### config.mk
export PLATFORM = sky130hd
export DESIGN_NAME = qvu_alu
export DESIGN_NICKNAME = d
export VERILOG_FILES = /design/src/sv/qvu_pkg.sv /design/src/sv/qvu_alu.sv
export SDC_FILE = /design/constraint.sdc
export NUM_CORES = 1
export LEC_CHECK = 0
export ABC_AREA = 0
export BUFFER_PORTS_ARGS = -buffer_cell sky130_fd_sc_hd__buf_2
export CAP_MARGIN = 25
export CORE_ASPECT_RATIO = 1.5
export CORE_MARGIN = 4
export CORE_UTILIZATION = 57
export CTS_BUF_LIST = sky130_fd_sc_hd__clkbuf_4 sky130_fd_sc_hd__clkbuf_8 sky130_fd_sc_hd__clkbuf_16
export DETAILED_ROUTE_END_ITERATION = 10
export GPL_ROUTABILITY_DRIVEN = 0
export PLACE_DENSITY = 0.81
export SYNTH_ARGS = -nofsm -noshare
export SYNTH_HDL_FRONTEND = slang
export SYNTH_SLANG_ARGS = --single-unit
### constraint.sdc
create_clock -name clk -period 7.2 [get_ports clk]
set_clock_uncertainty 0.05 [all_clocks]
set_input_delay 1.08 -clock clk [delete_from_list [all_inputs] [get_ports clk]]
set_output_delay 1.08 -clock clk [all_outputs]
set_load 0.01 [all_outputs]
### src/sv/qvu_pkg.sv
// Shared constants, types and helper functions of the tabular Q-value update core.
package qvu_pkg;

	localparam int FEATURE_SLOTS = 128;
	localparam int GRID_CELLS = 256;
	localparam int VALUE_BITS = 24;
	localparam int FRAC_BITS = 16;
	localparam int MOVES = 4;
	localparam int TABLE_DEPTH = FEATURE_SLOTS * GRID_CELLS * MOVES;
	localparam int ADDR_W = $clog2(TABLE_DEPTH);
	localparam int CNT_W = $clog2(MOVES + 1);

	localparam int FEAT_W = 7;
	localparam int CELL_W = 8;
	localparam int MOVE_W = 2;
	localparam int OUT_W = 24;
	localparam int COEF_W = 16;
	localparam int REWARD_W = 18;
	localparam int ADD_W = VALUE_BITS + 8;
	localparam int MRES_W = VALUE_BITS + 2;
	localparam int PROD_W = VALUE_BITS + COEF_W + 2;

	localparam int PADDR_W = 4;
	localparam int PDATA_W = 32;
	localparam int REG_IDX_W = 2;

	localparam logic [REG_IDX_W-1:0] REG_LEARNING_RATE = 2'd0;
	localparam logic [REG_IDX_W-1:0] REG_DISCOUNT = 2'd1;
	localparam logic [REG_IDX_W-1:0] REG_STEP_COST = 2'd2;
	localparam logic [REG_IDX_W-1:0] REG_PROGRESS_REWARD = 2'd3;

	localparam logic [COEF_W-1:0] LEARNING_RATE_RST = 16'd19661;
	localparam logic [COEF_W-1:0] DISCOUNT_RST = 16'd64225;
	localparam logic [COEF_W-1:0] STEP_COST_RST = 16'd655;
	localparam logic [REWARD_W-1:0] PROGRESS_REWARD_RST = 18'd65536;

	typedef logic signed [VALUE_BITS-1:0] value_t;
	typedef logic signed [VALUE_BITS:0] diff_t;
	typedef logic signed [MRES_W-1:0] mres_t;
	typedef logic signed [ADD_W-1:0] sum_t;
	typedef logic signed [OUT_W-1:0] out_t;
	typedef logic [COEF_W-1:0] coef_t;
	typedef logic [REWARD_W-1:0] reward_t;
	typedef logic [ADDR_W-1:0] addr_t;

	localparam value_t VALUE_MAX = {1'b0, {(VALUE_BITS-1){1'b1}}};
	localparam value_t VALUE_MIN = {1'b1, {(VALUE_BITS-1){1'b0}}};

	typedef struct packed {
		coef_t learning_rate;
		coef_t discount;
		coef_t step_cost;
		reward_t progress_reward;
	} cfg_t;

	typedef struct packed {
		logic mul_en;
		diff_t mul_a;
		coef_t mul_c;
		sum_t add_a;
		sum_t add_b;
	} alu_req_t;

	typedef struct packed {
		mres_t mul_res;
		sum_t sum;
		value_t clamped;
		logic sat;
	} alu_rsp_t;

	function automatic logic in_range(logic [FEAT_W-1:0] f, logic [CELL_W-1:0] s);
		return (int'(f) < FEATURE_SLOTS) && (int'(s) < GRID_CELLS);
	endfunction

	function automatic addr_t table_addr(logic [FEAT_W-1:0] f, logic [CELL_W-1:0] s,
			logic [MOVE_W-1:0] a);
		return addr_t'((int'(f) * GRID_CELLS + int'(s)) * MOVES + int'(a));
	endfunction

endpackage

### src/sv/qvu_alu.sv
// Shared arithmetic unit: registered fractional multiplier and saturating adder.
module qvu_alu
	import qvu_pkg::*;
(
	input  logic clk,
	input  alu_req_t req,
	output alu_rsp_t rsp
);
	logic signed [PROD_W-1:0] prod;
	mres_t mul_res_q;
	sum_t sum;

	// The product drops its fraction bits, which floors toward minus infinity.
	assign prod = req.mul_a * $signed({1'b0, req.mul_c});

	always_ff @(posedge clk) begin
		if (req.mul_en) begin
			mul_res_q <= prod[PROD_W-1:FRAC_BITS];
		end
	end

	assign sum = req.add_a + req.add_b;

	always_comb begin
		rsp.mul_res = mul_res_q;
		rsp.sum = sum;
		rsp.sat = 1'b0;
		rsp.clamped = value_t'(sum);
		if (sum > sum_t'(VALUE_MAX)) begin
			rsp.clamped = VALUE_MAX;
			rsp.sat = 1'b1;
		end else if (sum < sum_t'(VALUE_MIN)) begin
			rsp.clamped = VALUE_MIN;
			rsp.sat = 1'b1;
		end
	end
endmodule

# == Yosys cells after proc, flatten, opt, wreduce, memory -nomap -nowiden ==
# Cells that the tools add are included.
# word_totals
regBits,26
in_bits,107
output_inout_bits,83
wordCells,7
# op_classes
n_addsub,1
multipliers,1
magnitude_cmp,2
muxes,2
# op_table
cell,count
25-bit two-way mux,2
25-bit by 17-bit multiplier with 42-bit output,1
32-bit adder,1
32-bit by 24-bit greater-than comparator with 1-bit output (second input constant),1
32-bit by 24-bit less-than comparator with 1-bit output (second input constant),1

# == Logic depth before layout (Yosys ltp) ==
# depth
ltp_word,4
depth_mapped,24

# == Worst setup path after synthesis ==
# OpenSTA, ideal clock, no wires.
# synth_timing
path_kind,in2reg
start,input req[66] (netlist name)
end,register mul_res_q[19] (data pin)
arrival_time_ps,6585
required_time_ps,6892
path_slack_ps,307
path_stages,22
path_cell_list,clkbuf_1 > clkbuf_1 > nand2_1 > fa_1 > fa_1 > fa_1 > inv_1 > fa_1 > fa_1 > inv_1 > fa_1 > inv_1 > ha_1 > a21o_1 > a21o_1 > a21oi_1 > o2111ai_1 > o21ai_0 > o21bai_1 > a21o_1 > a21oi_1 > xnor2_1
# synth_between
elab_chain_cells,1
# synth_rtl
item,line_no,source
start: declaration,qvu_alu.sv:6,"input alu_req_t req,"
25-bit by 17-bit multiplier with 42-bit output,qvu_alu.sv:14,"assign prod = req.mul_a * $signed({1'b0, req.mul_c});"
named net prod[35],qvu_alu.sv:9,logic signed [PROD_W-1:0] prod;
end signal: assignment,qvu_alu.sv:18,mul_res_q <= prod[PROD_W-1:FRAC_BITS];
end: declaration,qvu_alu.sv:10,mres_t mul_res_q;
# The timed path passes the listed nets, and every way through them passes these cells.
# A chain may end at the register's enable or synchronous reset.

# == Worst setup path in the final report ==
# layout_timing
start,input req[74] (netlist name)
end,register mul_res_q[19] (data pin)
# Same word-level chain as after synthesis.

==> insert_results.sql <==
INSERT INTO impl_metrics (metric_group, metric, value, unit) VALUES
('flow_run', 'max-cap-violations', '0', ''),
('logic_synthesis', 'ys_async_sr_fraction', '0', '%'),
('cells_and_area', 'post_layout_nonfiller_instances', '2548', ''),
('hold_path', 'worst_hold_path.num_cells', '1', ''),
('sta', 'max_freq', '0.142', 'GHz'),
('critical_path', 'critPathRequiredTime', '7.20', 'ns'),
('floorplanning', 'die_h', '220', 'um'),
('critical_path', 'critPathArrivalTime', '7.04', 'ns'),
('global_routing', 'grt_util_all_layers', '29.8', '%'),
('sta', 'fin_crit_sh', '97.8', '%'),
('logic_synthesis', 'post_synth_inst_count', '1927', ''),
('logic_synthesis', 'synth_sequential_area_ratio', '4.56', '%'),
('cells_and_area', 'top_regs', 'mul_res_q (26)', ''),
('critical_path', 'element_type_at_the_critical_path_start', 'input port', ''),
('logic_synthesis', 'synth.avg_cell_area', '8.89', 'um2'),
('clock_network', 'clock_tree.root_cell', 'sky130_fd_sc_hd__clkbuf_16', ''),
('hold_path', 'hold_path.startpoint', 'req[105]', ''),
('placed_design', 'placedCellCount', '2541', ''),
('run_status', 'run_status', 'complete, no violations', ''),
('critical_path', 'end_kind', 'flip-flop', ''),
('floorplanning', 'fp.dieArea', '32900', 'um2'),
('clock_network', 'number_of_setup_buffers_added_after_cts', '0', ''),
('sta', 'max_slew_margin', '35.6', '%'),
('cells_and_area', 'nets', '2782', ''),
('cells_and_area', 'layout-area-overhead-vs-synth', '12.7', '%'),
('logic_synthesis', 'synth_area', '17100', 'um2'),
('detailed_routing', 'drtPass1Iterations', '5', ''),
('sta', 'rsz0062_at_grt', 'yes', ''),
('cells_and_area', 'fillerInstances', '2255', ''),
('logic_synthesis', 'yosys_register_bits', '26', ''),
('floorplanning', 'design.portCount', '190', ''),
('clock_network', 'cts_htree_levels', '1', ''),
('global_routing', 'first_global_vias', '16258', ''),
('sta', 'finalMaxSlewViolations', '0', ''),
('critical_path', 'crit_path_max_fanout', '14', ''),
('clock_network', 'clock_sinks', '26', ''),
('global_routing', 'total_global_routing_overflow', '0', ''),
('logic_synthesis', 'synth.yosys.warnings', '0', ''),
('global_routing', 'grt_start_max_net_pins', '27', ''),
('sta', 'holdWs', '1.36', 'ns'),
('hold_path', 'hold_path.class', 'input port to flip-flop', ''),
('sta', 'fin_crit', '7.04', 'ns'),
('clock_network', 'clkTransAtPathRegs', '0.08', 'ns'),
('detailed_routing', 'drt_iter0_drc', '627', ''),
('logic_synthesis', 'synth_edf_count', '26', ''),
('detailed_routing', 'via_count', '14266', ''),
('detailed_routing', 'post-route-drc-count', '0', ''),
('clock_network', 'clock_tree_from_tritoncts', 'built', ''),
('cells_and_area', 'largest_register_ffs', '26', ''),
('global_routing', 'antenna_violations_before_repair', '1', ''),
('logic_synthesis', 'yosysUniqueCellTypes', '70', ''),
('detailed_routing', 'drt_wl_total', '46600', 'um'),
('detailed_routing', 'via_per_inst', '5.60', ''),
('cells_and_area', 'post_route_cells_drive_above_1_share', '15.8', '%'),
('sta', 'timing.final.hold_violations', '0', ''),
('clock_network', 'clk_buf_depth', '2', ''),
('global_routing', 'global_route_wire_length_before_repair', '77600', 'um'),
('logic_synthesis', 'synth_top_flop_cell', 'sky130_fd_sc_hd__edfxtp_1', ''),
('critical_path', 'timing.critical_path.to', 'mul_res_q[19]', ''),
('floorplanning', 'rows', '77', ''),
('detailed_routing', 'wl_cell', '18.3', 'um'),
('critical_path', 'timing.setup.critical_path_class', 'input port to flip-flop', ''),
('sta', 'tightest_slew', '0.966', 'ns'),
('sta', 'final-setup-viol-count', '0', ''),
('cells_and_area', 'max_flop_register', 'mul_res_q', ''),
('detailed_routing', 'drtAntennaViolNets', '0', ''),
('placed_design', 'dp_hpwl', '39400', 'um'),
('clock_network', 'cts_buffers', '3', ''),
('critical_path', 'crit_path_start', 'req[74]', ''),
('floorplanning', 'placeableCoreArea', '29600', 'um2'),
('floorplanning', 'initial_utilization', '57.9', '%'),
('placed_design', 'portbufs', '189', ''),
('floorplanning', 'die_w', '150', 'um'),
('logic_synthesis', 'postSynthNetCount', '2556', '');
## worst max-delay path, stage by stage
cell and delay (ns):
sky130_fd_sc_hd__buf_2 0.31, sky130_fd_sc_hd__buf_4 0.24, sky130_fd_sc_hd__nand2_1 0.08, sky130_fd_sc_hd__fa_1 0.52
sky130_fd_sc_hd__inv_1 0.08, sky130_fd_sc_hd__fa_1 0.50, sky130_fd_sc_hd__fa_1 0.60, sky130_fd_sc_hd__fa_1 0.46
sky130_fd_sc_hd__fa_1 0.54, sky130_fd_sc_hd__inv_1 0.06, sky130_fd_sc_hd__fa_1 0.48, sky130_fd_sc_hd__inv_1 0.04
sky130_fd_sc_hd__ha_1 0.28, sky130_fd_sc_hd__a21o_1 0.16, sky130_fd_sc_hd__a21oi_1 0.28, sky130_fd_sc_hd__o2111ai_1 0.19
sky130_fd_sc_hd__o21ai_0 0.45, sky130_fd_sc_hd__o21bai_1 0.19, sky130_fd_sc_hd__a21o_1 0.22, sky130_fd_sc_hd__a21oi_1 0.19
sky130_fd_sc_hd__xnor2_1 0.08
## Yosys cell counts (all sizes together), types with 19 or more instances
master | n | share of area [%]
edfxtp | 26 | 4.6
and2 | 162 | 5.9
fa | 390 | 46
xor2 | 22 | 1.1
xnor2 | 38 | 1.9
clkbuf | 67 | 1.5
nand3 | 19 | 0.56
a21oi | 54 | 1.6
nor4 | 21 | 1.4
o22ai | 22 | 0.80
o21ai | 32 | 0.96
inv | 476 | 10
a21o | 31 | 1.4
nand2 | 272 | 6.0
ha | 132 | 9.6
nor2 | 29 | 0.64
## what timing repair did
item,in CTS,in global routing
hold buffers,0,0
endpoints found under the setup margin,0,3
gates resized for setup,0,2
## layout by cell type (no fill, tap or decap), types with 4 or more instances in the layout
cell type / n
sky130_fd_sc_hd__a211o_1: 4
sky130_fd_sc_hd__a211oi_1: 8
sky130_fd_sc_hd__edfxtp_1: 26
sky130_fd_sc_hd__nor3_1: 15
sky130_fd_sc_hd__nand2_1: 271
sky130_fd_sc_hd__and2_1: 162
sky130_fd_sc_hd__nand4_1: 12
sky130_fd_sc_hd__xor2_1: 22
sky130_fd_sc_hd__fa_1: 390
sky130_fd_sc_hd__o21bai_1: 8
sky130_fd_sc_hd__nor2_1: 29
sky130_fd_sc_hd__o21ai_1: 4
sky130_fd_sc_hd__and3_1: 7
sky130_fd_sc_hd__a21o_1: 30
sky130_fd_sc_hd__xnor2_1: 38
sky130_fd_sc_hd__nor4_1: 4
sky130_fd_sc_hd__nor4_2: 17
sky130_fd_sc_hd__ha_1: 132
sky130_fd_sc_hd__nand3_1: 19
sky130_fd_sc_hd__a31oi_1: 6
sky130_fd_sc_hd__o22ai_1: 22
sky130_fd_sc_hd__a21oi_1: 52
sky130_fd_sc_hd__o211ai_1: 4
sky130_fd_sc_hd__nand2b_1: 7
sky130_fd_sc_hd__o21ai_0: 27
sky130_fd_sc_hd__inv_1: 475
sky130_fd_sc_hd__buf_12: 5
sky130_fd_sc_hd__buf_2: 188
sky130_fd_sc_hd__buf_4: 102
## cells by family after synthesis
family | synth area share (%)
flops | 4.56
buf+inv | 12.3
xor+xnor | 3.07
mux | 0.117
simple gates | 16.5
fa+ha+maj | 55.2
compound gates | 8.21
## area by class of cell
| class | instances | area (um2) | area share (%) |
|---|---|---|---|
| Antenna cell | 1 | 2.50 | 0.0130 |
| Multi-Input combinational cell | 1348 | 14300 | 73.9 |
| Inverter | 476 | 1790 | 9.26 |
| Timing Repair Buffer | 298 | 1870 | 9.69 |
| Clock inverter | 1 | 30.0 | 0.156 |
| Tap cell | 395 | 494 | 2.56 |
| Clock buffer | 3 | 75.1 | 0.389 |
| Sequential cell | 26 | 781 | 4.05 |
## metal layers
metal | vias to the layer above | track usage (%) | share of wire (%)
met2 | 703 | 56.0 | 53
met4 | 2 | 21.3 | 9.0
li1 | 6297 | - | -
met1 | 6997 | 29.7 | 31
met3 | 267 | 4.34 | 7.0
met5 | - | 0 | 0.030
## how the worst min path moves through the flow
stage / end / slack, ns
finish: mul_res_q[24] / 1.36
global route: mul_res_q[24] / 1.38
CTS: mul_res_q[25] / 1.37
detailed placement: rsp[82] / 1.44
global placement: rsp[82] / 1.45
floorplan: mul_res_q[0] / 1.14
## metrics by stage
step	setup TNS (ns)	worst slack, ns	util (%)	cell area (um2)
after detailed placement	-0.434	-0.169	64.7	19100
after global placement	-0.618	-0.224	64.7	19100
after floorplan	0	0.307	-	17100
after global routing	-0.0120	-0.0120	65.2	19300
after CTS	0	0.0894	65.0	19200
final	0	0.159	65.2	19300
Power is not shown: default switching activity piles up to over one toggle a cycle in this logic, so the estimate is an artifact.
