===== src/sv/qvu_pkg.sv =====
// Shared constants, types and helper functions of the tabular Q-value update core.
package qvu_pkg;

	localparam int FEATURE_SLOTS = 128;
	localparam int GRID_CELLS = 256;
	localparam int VALUE_BITS = 24;
	localparam int FRAC_BITS = 16;
	localparam int MOVES = 4;
	localparam int TABLE_DEPTH = FEATURE_SLOTS * GRID_CELLS * MOVES;
	localparam int ADDR_W = $clog2(TABLE_DEPTH);
	localparam int CNT_W = $clog2(MOVES + 1);

	localparam int FEAT_W = 7;
	localparam int CELL_W = 8;
	localparam int MOVE_W = 2;
	localparam int OUT_W = 24;
	localparam int COEF_W = 16;
	localparam int REWARD_W = 18;
	localparam int ADD_W = VALUE_BITS + 8;
	localparam int MRES_W = VALUE_BITS + 2;
	localparam int PROD_W = VALUE_BITS + COEF_W + 2;

	localparam int PADDR_W = 4;
	localparam int PDATA_W = 32;
	localparam int REG_IDX_W = 2;

	localparam logic [REG_IDX_W-1:0] REG_LEARNING_RATE = 2'd0;
	localparam logic [REG_IDX_W-1:0] REG_DISCOUNT = 2'd1;
	localparam logic [REG_IDX_W-1:0] REG_STEP_COST = 2'd2;
	localparam logic [REG_IDX_W-1:0] REG_PROGRESS_REWARD = 2'd3;

	localparam logic [COEF_W-1:0] LEARNING_RATE_RST = 16'd19661;
	localparam logic [COEF_W-1:0] DISCOUNT_RST = 16'd64225;
	localparam logic [COEF_W-1:0] STEP_COST_RST = 16'd655;
	localparam logic [REWARD_W-1:0] PROGRESS_REWARD_RST = 18'd65536;

	typedef logic signed [VALUE_BITS-1:0] value_t;
	typedef logic signed [VALUE_BITS:0] diff_t;
	typedef logic signed [MRES_W-1:0] mres_t;
	typedef logic signed [ADD_W-1:0] sum_t;
	typedef logic signed [OUT_W-1:0] out_t;
	typedef logic [COEF_W-1:0] coef_t;
	typedef logic [REWARD_W-1:0] reward_t;
	typedef logic [ADDR_W-1:0] addr_t;

	localparam value_t VALUE_MAX = {1'b0, {(VALUE_BITS-1){1'b1}}};
	localparam value_t VALUE_MIN = {1'b1, {(VALUE_BITS-1){1'b0}}};

	typedef struct packed {
		coef_t learning_rate;
		coef_t discount;
		coef_t step_cost;
		reward_t progress_reward;
	} cfg_t;

	typedef struct packed {
		logic mul_en;
		diff_t mul_a;
		coef_t mul_c;
		sum_t add_a;
		sum_t add_b;
	} alu_req_t;

	typedef struct packed {
		mres_t mul_res;
		sum_t sum;
		value_t clamped;
		logic sat;
	} alu_rsp_t;

	function automatic logic in_range(logic [FEAT_W-1:0] f, logic [CELL_W-1:0] s);
		return (int'(f) < FEATURE_SLOTS) && (int'(s) < GRID_CELLS);
	endfunction

	function automatic addr_t table_addr(logic [FEAT_W-1:0] f, logic [CELL_W-1:0] s,
			logic [MOVE_W-1:0] a);
		return addr_t'((int'(f) * GRID_CELLS + int'(s)) * MOVES + int'(a));
	endfunction

endpackage


===== src/sv/qvu_cfg.sv =====
// APB configuration registers of the tabular Q-value update core.
module qvu_cfg
	import qvu_pkg::*;
(
	input  logic clk,
	input  logic arst_n,
	input  logic psel,
	input  logic penable,
	input  logic pwrite,
	input  logic [PADDR_W-1:0] paddr,
	input  logic [PDATA_W-1:0] pwdata,
	output logic [PDATA_W-1:0] prdata,
	output logic pready,
	output cfg_t cfg
);
	cfg_t cfg_q;
	logic wr_en;
	logic [REG_IDX_W-1:0] idx;

	assign pready = 1'b1;
	assign wr_en = psel && penable && pwrite;
	assign idx = paddr[PADDR_W-1:2];

	always_ff @(posedge clk or negedge arst_n) begin
		if (!arst_n) begin
			cfg_q.learning_rate <= LEARNING_RATE_RST;
			cfg_q.discount <= DISCOUNT_RST;
			cfg_q.step_cost <= STEP_COST_RST;
			cfg_q.progress_reward <= PROGRESS_REWARD_RST;
		end else if (wr_en) begin
			case (idx)
				REG_LEARNING_RATE: cfg_q.learning_rate <= pwdata[COEF_W-1:0];
				REG_DISCOUNT: cfg_q.discount <= pwdata[COEF_W-1:0];
				REG_STEP_COST: cfg_q.step_cost <= pwdata[COEF_W-1:0];
				REG_PROGRESS_REWARD: cfg_q.progress_reward <= pwdata[REWARD_W-1:0];
				default: ;
			endcase
		end
	end

	always_comb begin
		case (idx)
			REG_LEARNING_RATE: prdata = PDATA_W'(cfg_q.learning_rate);
			REG_DISCOUNT: prdata = PDATA_W'(cfg_q.discount);
			REG_STEP_COST: prdata = PDATA_W'(cfg_q.step_cost);
			REG_PROGRESS_REWARD: prdata = PDATA_W'(cfg_q.progress_reward);
			default: prdata = '0;
		endcase
	end

	assign cfg = cfg_q;
endmodule


===== config.mk =====
export PLATFORM = sky130hd
export DESIGN_NAME = qvu_cfg
export DESIGN_NICKNAME = d
export VERILOG_FILES = /design/src/sv/qvu_pkg.sv /design/src/sv/qvu_cfg.sv
export SDC_FILE = /design/constraint.sdc
export NUM_CORES = 1
export LEC_CHECK = 0
export ABC_AREA = 1
export BUFFER_PORTS_ARGS = -buffer_cell sky130_fd_sc_hd__buf_4
export CORE_ASPECT_RATIO = 0.6
export CORE_UTILIZATION = 52
export DETAILED_ROUTE_END_ITERATION = 16
export PLACE_DENSITY = 0.86
export SLEW_MARGIN = 20
export SYNTH_ARGS = -nofsm -noshare
export SYNTH_HDL_FRONTEND = slang
export SYNTH_SLANG_ARGS = --single-unit

===== constraint.sdc =====
create_clock -name clk -period 2.7 [get_ports clk]
set_clock_uncertainty 0.05 [all_clocks]
set_input_delay 0.405 -clock clk [delete_from_list [all_inputs] [get_ports clk]]
set_output_delay 0.405 -clock clk [all_outputs]
set_load 0.01 [all_outputs]

### Word level (Yosys, flattened, before mapping)

Cells that the tools add are included.

| word-level totals | value |
|---|---|
| input bits | 41 |
| flip-flop bits (word level) | 66 |
| memory bits (writable) | 0 |
| output and inout bits | 99 |
| memories | 0 |
| latch bits | 0 |
| logic and storage cells | 15 |
| ROM bits | 0 |

| operators by class | value |
|---|---|
| shift-type cells | 0 |
| reduce and logical (&&, ||, !) cells | 7 |
| mux-type cells | 1 |
| order comparisons | 0 |
| bitwise operators | 0 |
| equal/unequal tests | 3 |
| $mul | 0 |
| div/mod/pow operators | 0 |
| add/subtract/negate cells | 0 |

Operators with widths:

| operator | count |
|---|---|
| 32-bit case mux with 4 select lines | 1 |
| 2-bit AND reduction | 4 |
| 2-bit equality test, second input constant | 2 |
| 2-bit by 1-bit equality test with 1-bit output, second input constant | 1 |
| 1-bit logical AND | 2 |
| 2-bit logical NOT | 1 |

### Longest topological paths before layout

Gate-level depths: netlist of the first run.

| depth | value |
|---|---|
| depth in word-level cells | 3 |
| mapped depth | 8 |
| gate-level depth less buffers | 6 |

### Worst setup path after synthesis of the first run

No wires, ideal clock.

| path | value |
|---|---|
| path type | input-to-output |
| from | input paddr[3] |
| to | output prdata[0] |
| setup slack | 1.140 ns |
| cell stages on the path | 5 |
| data arrival time | 1.105 ns |
| data required time | 2.245 ns |
| cell sequence | buf_6 -> nor2_4 -> buf_2 -> nand2_1 -> nand4_1 |

| on the way | value |
|---|---|
| cells in the longest elaborated chain, start to end | 2 |

RTL lines:

| what | line | source |
|---|---|---|
| from (decl) | qvu_cfg.sv:10 | `input logic [PADDR_W-1:0] paddr,` |
| 2-bit equality test, or another cell as far along | qvu_cfg.sv:42 | `case (idx)` |
| 32-bit case mux with 4 select lines * | qvu_cfg.sv:42 |  |
| to (decl) | qvu_cfg.sv:12 | `output logic [PDATA_W-1:0] prdata,` |

Every way passes the cells marked *; elsewhere a longest branch is shown, timed or not. The select of a mux whose other input is x is not followed.

### Final worst setup path of the first run

Same ends and word-level chain as after synthesis.

==> results of run 1 <==
## per-layer routing
layer  vias up  track usage (%)  part of all wire [%]
met5         -                0                     0
met4         0            9.201                  0.24
met3         4            8.776                   9.9
met2       185            44.82                    45
met1      1487            39.64                    44
li1       1455                -                     -
## cell usage after synthesis (all sizes together)
| cell type | instances |
|---|---|
| dfstp | 25 |
| dfrtp | 41 |
| nand3 | 49 |
| nand2 | 223 |
| inv | 8 |
| buf | 34 |
| nand4 | 16 |
| conb | 2 |
| nor2 | 8 |
## power by group through the flow
| stage | registers [mW] | logic (mW) | clock network (mW) |
|---|---|---|---|
| after floorplan | 1.51 | 0.329 | 0 |
| after global placement | 1.44 | 0.884 | 0 |
| after detailed placement | 1.44 | 0.907 | 0 |
| after CTS | 1.43 | 0.909 | 0.843 |
| after global routing | 1.47 | 0.987 | 0.892 |
| final | 1.44 | 0.902 | 0.835 |
## cells by family (layout without fill, tap and decap cells)
kind of cell	count (synthesis)	count (layout)
other	2	15
buffers and inverters	42	132
flip-flops	66	66
AND/OR/NAND/NOR	296	296
## final cells by class
cell class	instances	area (µm²)	share of cell area, %
Sequential cell	66	1683	39.66
Multi-Input combinational cell	311	1401	33.03
Timing Repair Buffer	108	810.8	19.11
Clock buffer	14	162.7	3.834
Tap cell	84	105.1	2.477
Inverter	8	45.04	1.062
Clock inverter	2	35.03	0.8257
## path summary, 6_finish.rpt
path	startpoint	to	slack (ns)	cells after the start
hold reg to reg	cfg[25]	cfg[25]	0.43	2
setup reg to reg	cfg[45]	cfg[45]	1.90	2
max in group asynchronous	arst_n	cfg[51]	1.93	1
min in group clk	pwdata[17]	cfg[17]	0.23	3
setup / recovery	paddr[3]	prdata[0]	0.66	5
hold / removal	arst_n	cfg[26]	0.12	1
## through the flow
stage	setup WS, ns	area (µm²)	hold slack (ns)	instances	utilization (%)
final	0.6586	4243	0.1161	593	68.81
after global routing	0.5964	4243	0.1718	593	68.81
after floorplan	1.140	3398	0.05941	419	-
after CTS	0.6692	4243	0.1321	593	68.81
after global placement	0.7210	4045	0.4101	577	65.60
after detailed placement	0.7080	4045	0.4166	577	65.60
==> reports/metrics.yaml, run 1 <==
status: "completed"
synth_compound_area_share_pct: 0
irDropWorstVdd_uv: 352.6
synth.area.mux_share_pct: 0
grt_pass1_vias: 3005
die_h_um: 64.17
synth_xor_area_share_pct: 0
synth_top_family_by_area: "simple AND/OR/NAND/NOR gates"
rsz0062_at_grt: "no"
layout-drive-gt1-share_pct: 33.01
cts.path.max_buffers: 2
layout_min_cycle_time_ns: 2.041
clkPwrFrac_pct: 26.3
dieWidth_um: 105.6
synthAdderAreaFrac_pct: 0
drt-total-wl_mm: 9.222
fill_cells: 508
drc_errors: 0
mostFrequentLayoutCell: "nand2_1"
yosys.area_share.simple_pct: 40.16
internal_power_mw: 2.170
root_buffer: "clkbuf_8"
cts_max_level: 3
antenna_found_initial: 0
rows: 22
layout_common_cells: "nand2_1, buf_4, nand3_1"
p_leak_nw: 2.314
ios: 140
synth_top_area_share_pct: 30.63
antenna_cells: 0
cts_buffers: 9
vias: 3131
wire_per_inst_um: 15.55
relSlewSlack_pct: 44.76
slowest_delay_ns: 0.51
cts_resized: 0
crit_family: "simple AND/OR/NAND/NOR gates"
nets: 545
worstPathMaxFanout: 36
cp_data_arrival_time_ns: 1.59
power_switching_mw: 1.007
cp_common_cell: "buf_4"
tightest_slew_ns: 0.8286
worstSetupStartpointType: "input port"
powerDensity_nw_per_um2: 748.7
yosys-top-cells-area: "dfrtp_1, nand2_1, dfstp_2"
core_area_um2: 6166
post-cts-setup-buffers: 0
clock-sinks: 66
maxCapViolCount: 0
p_comb_share_pct: 28.4
syn_area_per_cell_um2: 8.250
hold_viol_final: 0
syn2layout_area_growth_pct: 26.67
crit_buf_inv: 2
largest_register_ffs: 66
cts_tree: "done"
p_seq_share_pct: 45.3
setup_tns_ns: 0
initial_utilization_pct: 54.32
insertion_delay_ns: 0.33
clk_pin_slew_worst_paths_ns: 0.07
cts_hold_buf: 0
slew_violations: 0
port_buffers: 108
synth_area_um2: 3349
postRouteAntennaNets: 0
hp-class: "input port to async pin"
crit_type: "input port to output pin"
switching_share_pct: 31.70
drtIter0Drc: 283
overflow: 0
grt_max_degree: 67
dp_hpwl_mm: 5.875
yosysSeqAreaShare_pct: 50.24
drt-pass1-iter-count: 5
grt_pass1_wl_mm: 14.97
cp-end-kind: "output pin"
yosys.area.top_type: "dfrtp_1"
finalCritPeriodShare_pct: 75.61
max_freq_ghz: 0.4899
ys_warn_count: 0
dieArea_um2: 6776
cp_data_required_time_ns: 2.25
ys_seq_elements: 66
yosysUniqueCellTypes: 19
finalPower_mw: 3.177
setup_viol: 0
drt-vias-per-instance: 5.280
critPathSlowestCell: "nor2_4"
worstPathCellList: "buf_4 > nor2_4 > nand2_1 > nand4_1 > buf_4"
grtUsageTotal_pct: 29.10
synth_cells: 406
globalplace.congestion: 0.8212
Note: power is estimated with default switching activity, not from simulation.
==> run 2, diff against run 1 <==
CORE_UTILIZATION = 43   (was 52)
PLACE_DENSITY = 0.76   (was 0.86)
clock period = 1.7 ns   (was 2.7 ns; I/O delays follow)
==> run 2 against run 1 <==
Effect of this change:
- routed wire length rose by 5.5%
- register-to-register slack got worse by 0.99 ns
- cell count rose by 4.7%
- combinational power rose by 63%
- global-route usage fell by 3.6 points
- setup slack got worse by 0.48 ns
- design area rose by 5.5%
- non-clock buffer count rose by 8
- core utilization fell by 8.2 points
- clock power rose by 120%
- first-iteration DRC count fell by 20%
- critical path type is now flop to output pin
==> reports/metrics.yaml, run 2 (synthesis gave the netlist of run 1 again) <==
status: "completed"
die_h_um: 70.37  # +9.7%
drt-vias-per-instance: 5.098  # -3.4%
mostFrequentLayoutCell: "nand2_1"
dieWidth_um: 115.9  # +9.8%
dp_hpwl_mm: 6.700  # +14%
top_layer: "met4"
cts.path.max_buffers: 2  # unchanged
insertion_delay_ns: 0.33  # about the same
drt-pass1-iter-count: 5  # unchanged
cts_buffers: 9  # unchanged
nets: 553  # +1.5%
ios: 140  # unchanged
wl_met2_mm: 4.325  # +3.2%
layout_common_cells: "nand2_1, buf_4, nand3_1"
slew_violations: 0  # unchanged
dieArea_um2: 8158  # +20%
p_seq_share_pct: 40.6  # -4.7 points
grt_max_degree: 32  # -52%
power_switching_mw: 1.724  # +71%
grt_pass1_vias: 2983  # -0.73%
initial_utilization_pct: 45.34  # -9.0 points
drtIter0Drc: 225  # -20%
drc_errors: 0  # unchanged
p_leak_nw: 2.406  # +4.0%
wire_per_inst_um: 15.66  # +0.72%
critPathSlowestCell: "dfstp_2"
crit_type: "flop to output pin"
hold_viol_final: 0  # unchanged
cp-end-kind: "output pin"
overflow: 0  # unchanged
crit_start: "cfg[27]"
grt_pass1_wl_mm: 15.44  # +3.1%
crit_buf_inv: 1  # -1
worstSetupStartpointType: "flop"
irDropWorstVdd_uv: 569.3  # +61%
fin_util_pct: 60.59  # -8.2 points
powerDensity_nw_per_um2: 1253  # +67%
cts_max_level: 3  # unchanged
globalplace.congestion: 0.7939  # -3.3%
dr_wl_met3_um: 976  # +6.7%
vias: 3166  # +1.1%
p_comb_share_pct: 26.2  # -2.2 points
layout_min_cycle_time_ns: 1.525
rsz0062_at_grt: "no"
cts_tree: "done"
largest_register_ffs: 66  # unchanged
grtUsageTotal_pct: 25.49  # -3.6 points
finalCritPeriodShare_pct: 89.68
worstHoldStart: "pwdata[17]"
rows: 24  # +9.1%
worstPathMaxFanout: 3  # -92%
cp_data_required_time_ns: 1.39  # -0.86 ns
drt-total-wl_mm: 9.727  # +5.5%
slowest_delay_ns: 0.54  # +0.03 ns
hp-class: "input port to flop"
port_buffers: 108  # unchanged
root_buffer: "clkbuf_16"
switching_share_pct: 30.73  # -0.96 points
crit_family: "flip-flops"
maxCapViolCount: 0  # unchanged
reg2reg_from: "cfg[21]"
syn2layout_area_growth_pct: 33.62
cp_data_arrival_time_ns: 1.22  # -0.37 ns
layout-drive-gt1-share_pct: 34.43  # +1.4 points
max_freq_ghz: 0.6559
clkPwrFrac_pct: 33.1  # +6.8 points
setup_tns_ns: 0  # unchanged
clock-sinks: 66  # unchanged
met1Wirelength_mm: 4.320  # +5.5%
setup_viol: 0  # unchanged
antenna_found_initial: 0  # unchanged
postRouteAntennaNets: 0  # unchanged
antenna_cells: 0  # unchanged
cts_resized: 0  # unchanged
internal_power_mw: 3.886  # +79%
clk_pin_slew_worst_paths_ns: 0.05  # -0.02 ns
worstPathCellList: "nand3_1 > nand4_1 > buf_4"
core_area_um2: 7387  # +20%
whs_ns: 0.08781  # -0.02826 ns
==> run 2: final timing paths <==
check	to	slack (ns)	depth (start not counted)
worst max-delay path	prdata[9]	0.18	3
worst min-delay path	cfg[17]	0.09	3
worst max register to register	cfg[21]	0.91	2
worst min register to register	cfg[48]	0.42	2
max in group asynchronous	cfg[61]	0.71	3
min in group asynchronous	cfg[54]	0.33	2
==> run 2: final cells by class <==
| class | instances | area, µm² |
|---|---|---|
| multi-input combinational | 311 | 1401 |
| tap | 104 | 130.1 |
| clock buffer | 10 | 239.0 |
| fill | 681 | 2912 |
| sequential | 66 | 1683 |
| clock inverter | 6 | 66.31 |
| timing repair buffer | 116 | 910.9 |
| inverter | 8 | 45.04 |
==> run 2: metrics by stage <==
step	worst slack, ns	area (µm²)	cells	total power [mW]
floorplan	0.4398	3398	419	2.913
CTS	0.1811	4476	621	5.649
global placement	0.2866	4160	604	3.726
finish	0.1754	4476	621	5.610
detailed placement	0.2585	4160	604	3.773
global route	0.1077	4476	621	5.898
==> run 2: power by group through the flow <==
stage / sequential [mW] / combinational [mW] / clock, mW
4_1_cts: 2.27 / 1.49 / 1.89
2_1_floorplan: 2.39 / 0.523 / 0
5_1_grt: 2.33 / 1.62 / 1.95
3_5_place_dp: 2.29 / 1.48 / 0
3_3_place_gp: 2.29 / 1.44 / 0
6_report: 2.28 / 1.47 / 1.86
==> run 2: what timing repair did <==
action	CTS	global route
buffers inserted	0	0
hold endpoints to repair	14	0
hold buffers	1	0
setup endpoints to repair	0	0
==> run 2: metal layers <==
| metal | up-vias | global-route usage (%) |
|---|---|---|
| met5 | - | 0 |
| met2 | 158 | 38.82 |
| li1 | 1473 | - |
| met1 | 1522 | 35.24 |
| met4 | 0 | 6.695 |
| met3 | 13 | 7.639 |
==> run 2: worst reg2reg max path: stages (launching register included) <==
cell	delay (ns)
dfstp_2	0.55
nand2_1	0.07
nand2_1	0.07
==> run 3, diff against run 2 <==
CORE_MARGIN = 2   (was not set)
clock period = 1.2 ns   (was 1.7 ns; I/O delays follow)
==> run 3 against run 2 <==
Effect of this change:
- the flow now finishes with violations (setup timing)
- design area grew 17%
- via count grew 9.2%
- cell count grew 9.3%
- setup slack lost 0.41 ns
- worst hold slack lost 0.068 ns
- sequential power grew 42%
- critical path type unchanged
- critical endpoint is now prdata[0]
- highest routed layer unchanged
- combinational power grew 100%
==> reports/metrics.yaml, run 3 (synthesis gave the netlist of run 1 again) <==
drc_errors: 0  # unchanged
clk_pin_slew_worst_paths_ns: 0.05  # about the same
dp_hpwl_mm: 6.955  # +3.8%
drt-pass1-iter-count: 5  # unchanged
cp_data_arrival_time_ns: 1.21  # about the same
grtUsageTotal_pct: 25.15  # -0.34 points
crit_path_end: "prdata[0]"
wl_met2_mm: 4.994  # +15%
fin_util_pct: 70.48  # +9.9 points
clock-sinks: 66  # unchanged
initial_utilization_pct: 45.16  # -0.18 points
status: "finished, violations left"
dieWidth_um: 117.9  # +1.7%
layout_min_cycle_time_ns: 1.438
insertion_delay_ns: 0.32  # about the same
crit_family: "flip-flops"
clkPwrFrac_pct: 29.6  # -3.5 points
cts.path.max_buffers: 2  # unchanged
drt-vias-per-instance: 5.093  # -0.11%
syn2layout_area_growth_pct: 56.07
grt_max_degree: 31  # -3.1%
rsz0062_at_grt: "yes"
met1Wirelength_mm: 4.785  # +11%
critPathSlowestCell: "dfstp_2"
top_layer: "met4"
root_buffer: "clkbuf_16"
power_switching_mw: 2.632  # +53%
slowest_delay_ns: 0.55  # about the same
wire_per_inst_um: 16.04  # +2.4%
worstPathCellList: "nand2_1 > nand4_1 > buf_4"
crit_buf_inv: 1  # unchanged
worstSetupStartpointType: "flop"
reg2reg_from: "cfg[25]"
pre_cts_slack_ns: 0.02644  # -0.2321 ns
cp_data_required_time_ns: 0.97  # -0.42 ns
p_seq_share_pct: 36.5  # -4.1 points
setup_viol: 43  # +43
rows: 24  # unchanged
drtIter0Drc: 213  # -5.3%
cts_buffers: 9  # unchanged
mostFrequentLayoutCell: "nand2_1"
dieArea_um2: 8535  # +4.6%
port_buffers: 108  # unchanged
grt_pass1_wl_mm: 16.46  # +6.6%
worstPathMaxFanout: 3  # unchanged
vias: 3458  # +9.2%
violations: "setup timing"
die_h_um: 72.37  # +2.8%
cp-end-kind: "output pin"
regArea_um2: 1683  # unchanged
ios: 140  # unchanged
powerDensity_nw_per_um2: 1696  # +35%
r2r_end: "cfg[25]"
switching_share_pct: 29.70  # -1.0 points
layout_common_cells: "nand2_1, buf_4, buf_6"
grt_pass1_vias: 3237  # +8.5%
max_freq_ghz: 0.6952
maxCapViolCount: 0  # unchanged
internal_power_mw: 6.232  # +60%
nets: 611  # +10%
whs_ns: 0.02014  # -0.06767 ns
r2r_cells: 5  # +3
postRouteAntennaNets: 0  # unchanged
globalplace.congestion: 0.8157  # +2.7%
hold_viol_final: 0  # unchanged
crit_start: "cfg[50]"
instances_no_fill: 679  # +9.3%
antenna_cells: 0  # unchanged
dp_cells: 614  # +1.7%
crit_type: "flop to output pin"
layout-drive-gt1-share_pct: 42.61  # +8.2 points
reg2reg_slack_ns: 0.16  # -0.75 ns
cts_max_level: 3  # unchanged
core_area_um2: 7417  # +0.41%
crit_cells: 3  # unchanged
p_comb_share_pct: 33.9  # +7.7 points
setup_ws_ns: -0.2384  # -0.4138 ns
fill_cells: 592  # -13%
hp-class: "input port to flop"
antenna_found_initial: 0  # unchanged
p_leak_nw: 2.786  # +16%
slew_violations: 0  # unchanged
largest_register_ffs: 66  # unchanged
finalCritPeriodShare_pct: 119.9
irDropWorstVdd_uv: 836.6  # +47%
overflow: 0  # unchanged
drt-total-wl_mm: 10.89  # +12%
dr_wl_met3_mm: 1.020  # +4.5%
multi_input_area_um2: 1461  # +4.3%
cts_tree: "done"
## run 3: changes by cell type in the layout (fill, tap and decap cells not counted)
cell,before,now
buf_12,3,6
buf_4,112,107
buf_6,0,60
clkbuf_1,0,3
clkbuf_8,1,2
clkinv_4,1,0
clkinvlp_4,3,0
nand3_1,48,36
nand3_2,0,12
## run 3: area by class of cell
type | count | area share [%]
flip-flops and latches | 66 | 32.19
well taps | 104 | 2.489
inverters | 8 | 0.8617
multi-input cells | 311 | 27.96
clock buffers | 14 | 5.050
repair buffers | 174 | 30.78
clock inverters | 2 | 0.6702
## run 3: worst min-delay path by stage
stage	from	to	cells past startpoint
after global placement	arst_n	cfg[7]	1
final	pwdata[16]	cfg[16]	3
after CTS	pwdata[17]	cfg[17]	3
after floorplan	arst_n	cfg[0]	0
after global routing	pwdata[17]	cfg[17]	3
after detailed placement	arst_n	cfg[7]	1
## run 3: power by group through the flow
stage                     clock, mW  sequential [mW]  combinational [mW]
final                          2.63             3.23                3.01
after global routing           2.76             3.28                3.23
after CTS                      2.67             3.19                2.77
after detailed placement          0             3.26                2.12
after global placement            0             3.25                2.06
after floorplan                   0             3.39               0.740
## run 3: tightest hold or removal path: stages
cell	delay, ns
buf_4	0.08
nand2_1	0.04
nand2_1	0.06
## run 3: layer usage
metal	vias up	global-route usage [%]
met5	-	0
met2	195	40.37
li1	1587	-
met1	1665	33.00
met4	0	7.363
met3	11	8.255
## run 3: repair_timing
| item | in CTS | in global routing |
|---|---|---|
| setup endpoints to repair | 43 | 50 |
| endpoints found under the hold margin | 38 | 0 |
| setup buffers | 38 | 10 |
| resized for setup | 43 | 29 |
| hold buffers | 1 | 0 |
| pin swaps | 19 | 4 |
## run 3: metrics by stage
step | instance area [µm²] | TNS, ns | power [mW]
5_1_grt | 5228 | -6.469 | 9.261
4_1_cts | 5035 | -4.995 | 8.629
3_5_place_dp | 4273 | 0 | 5.380
2_1_floorplan | 3398 | 0 | 4.127
6_report | 5228 | -4.997 | 8.865
3_3_place_gp | 4273 | 0 | 5.309
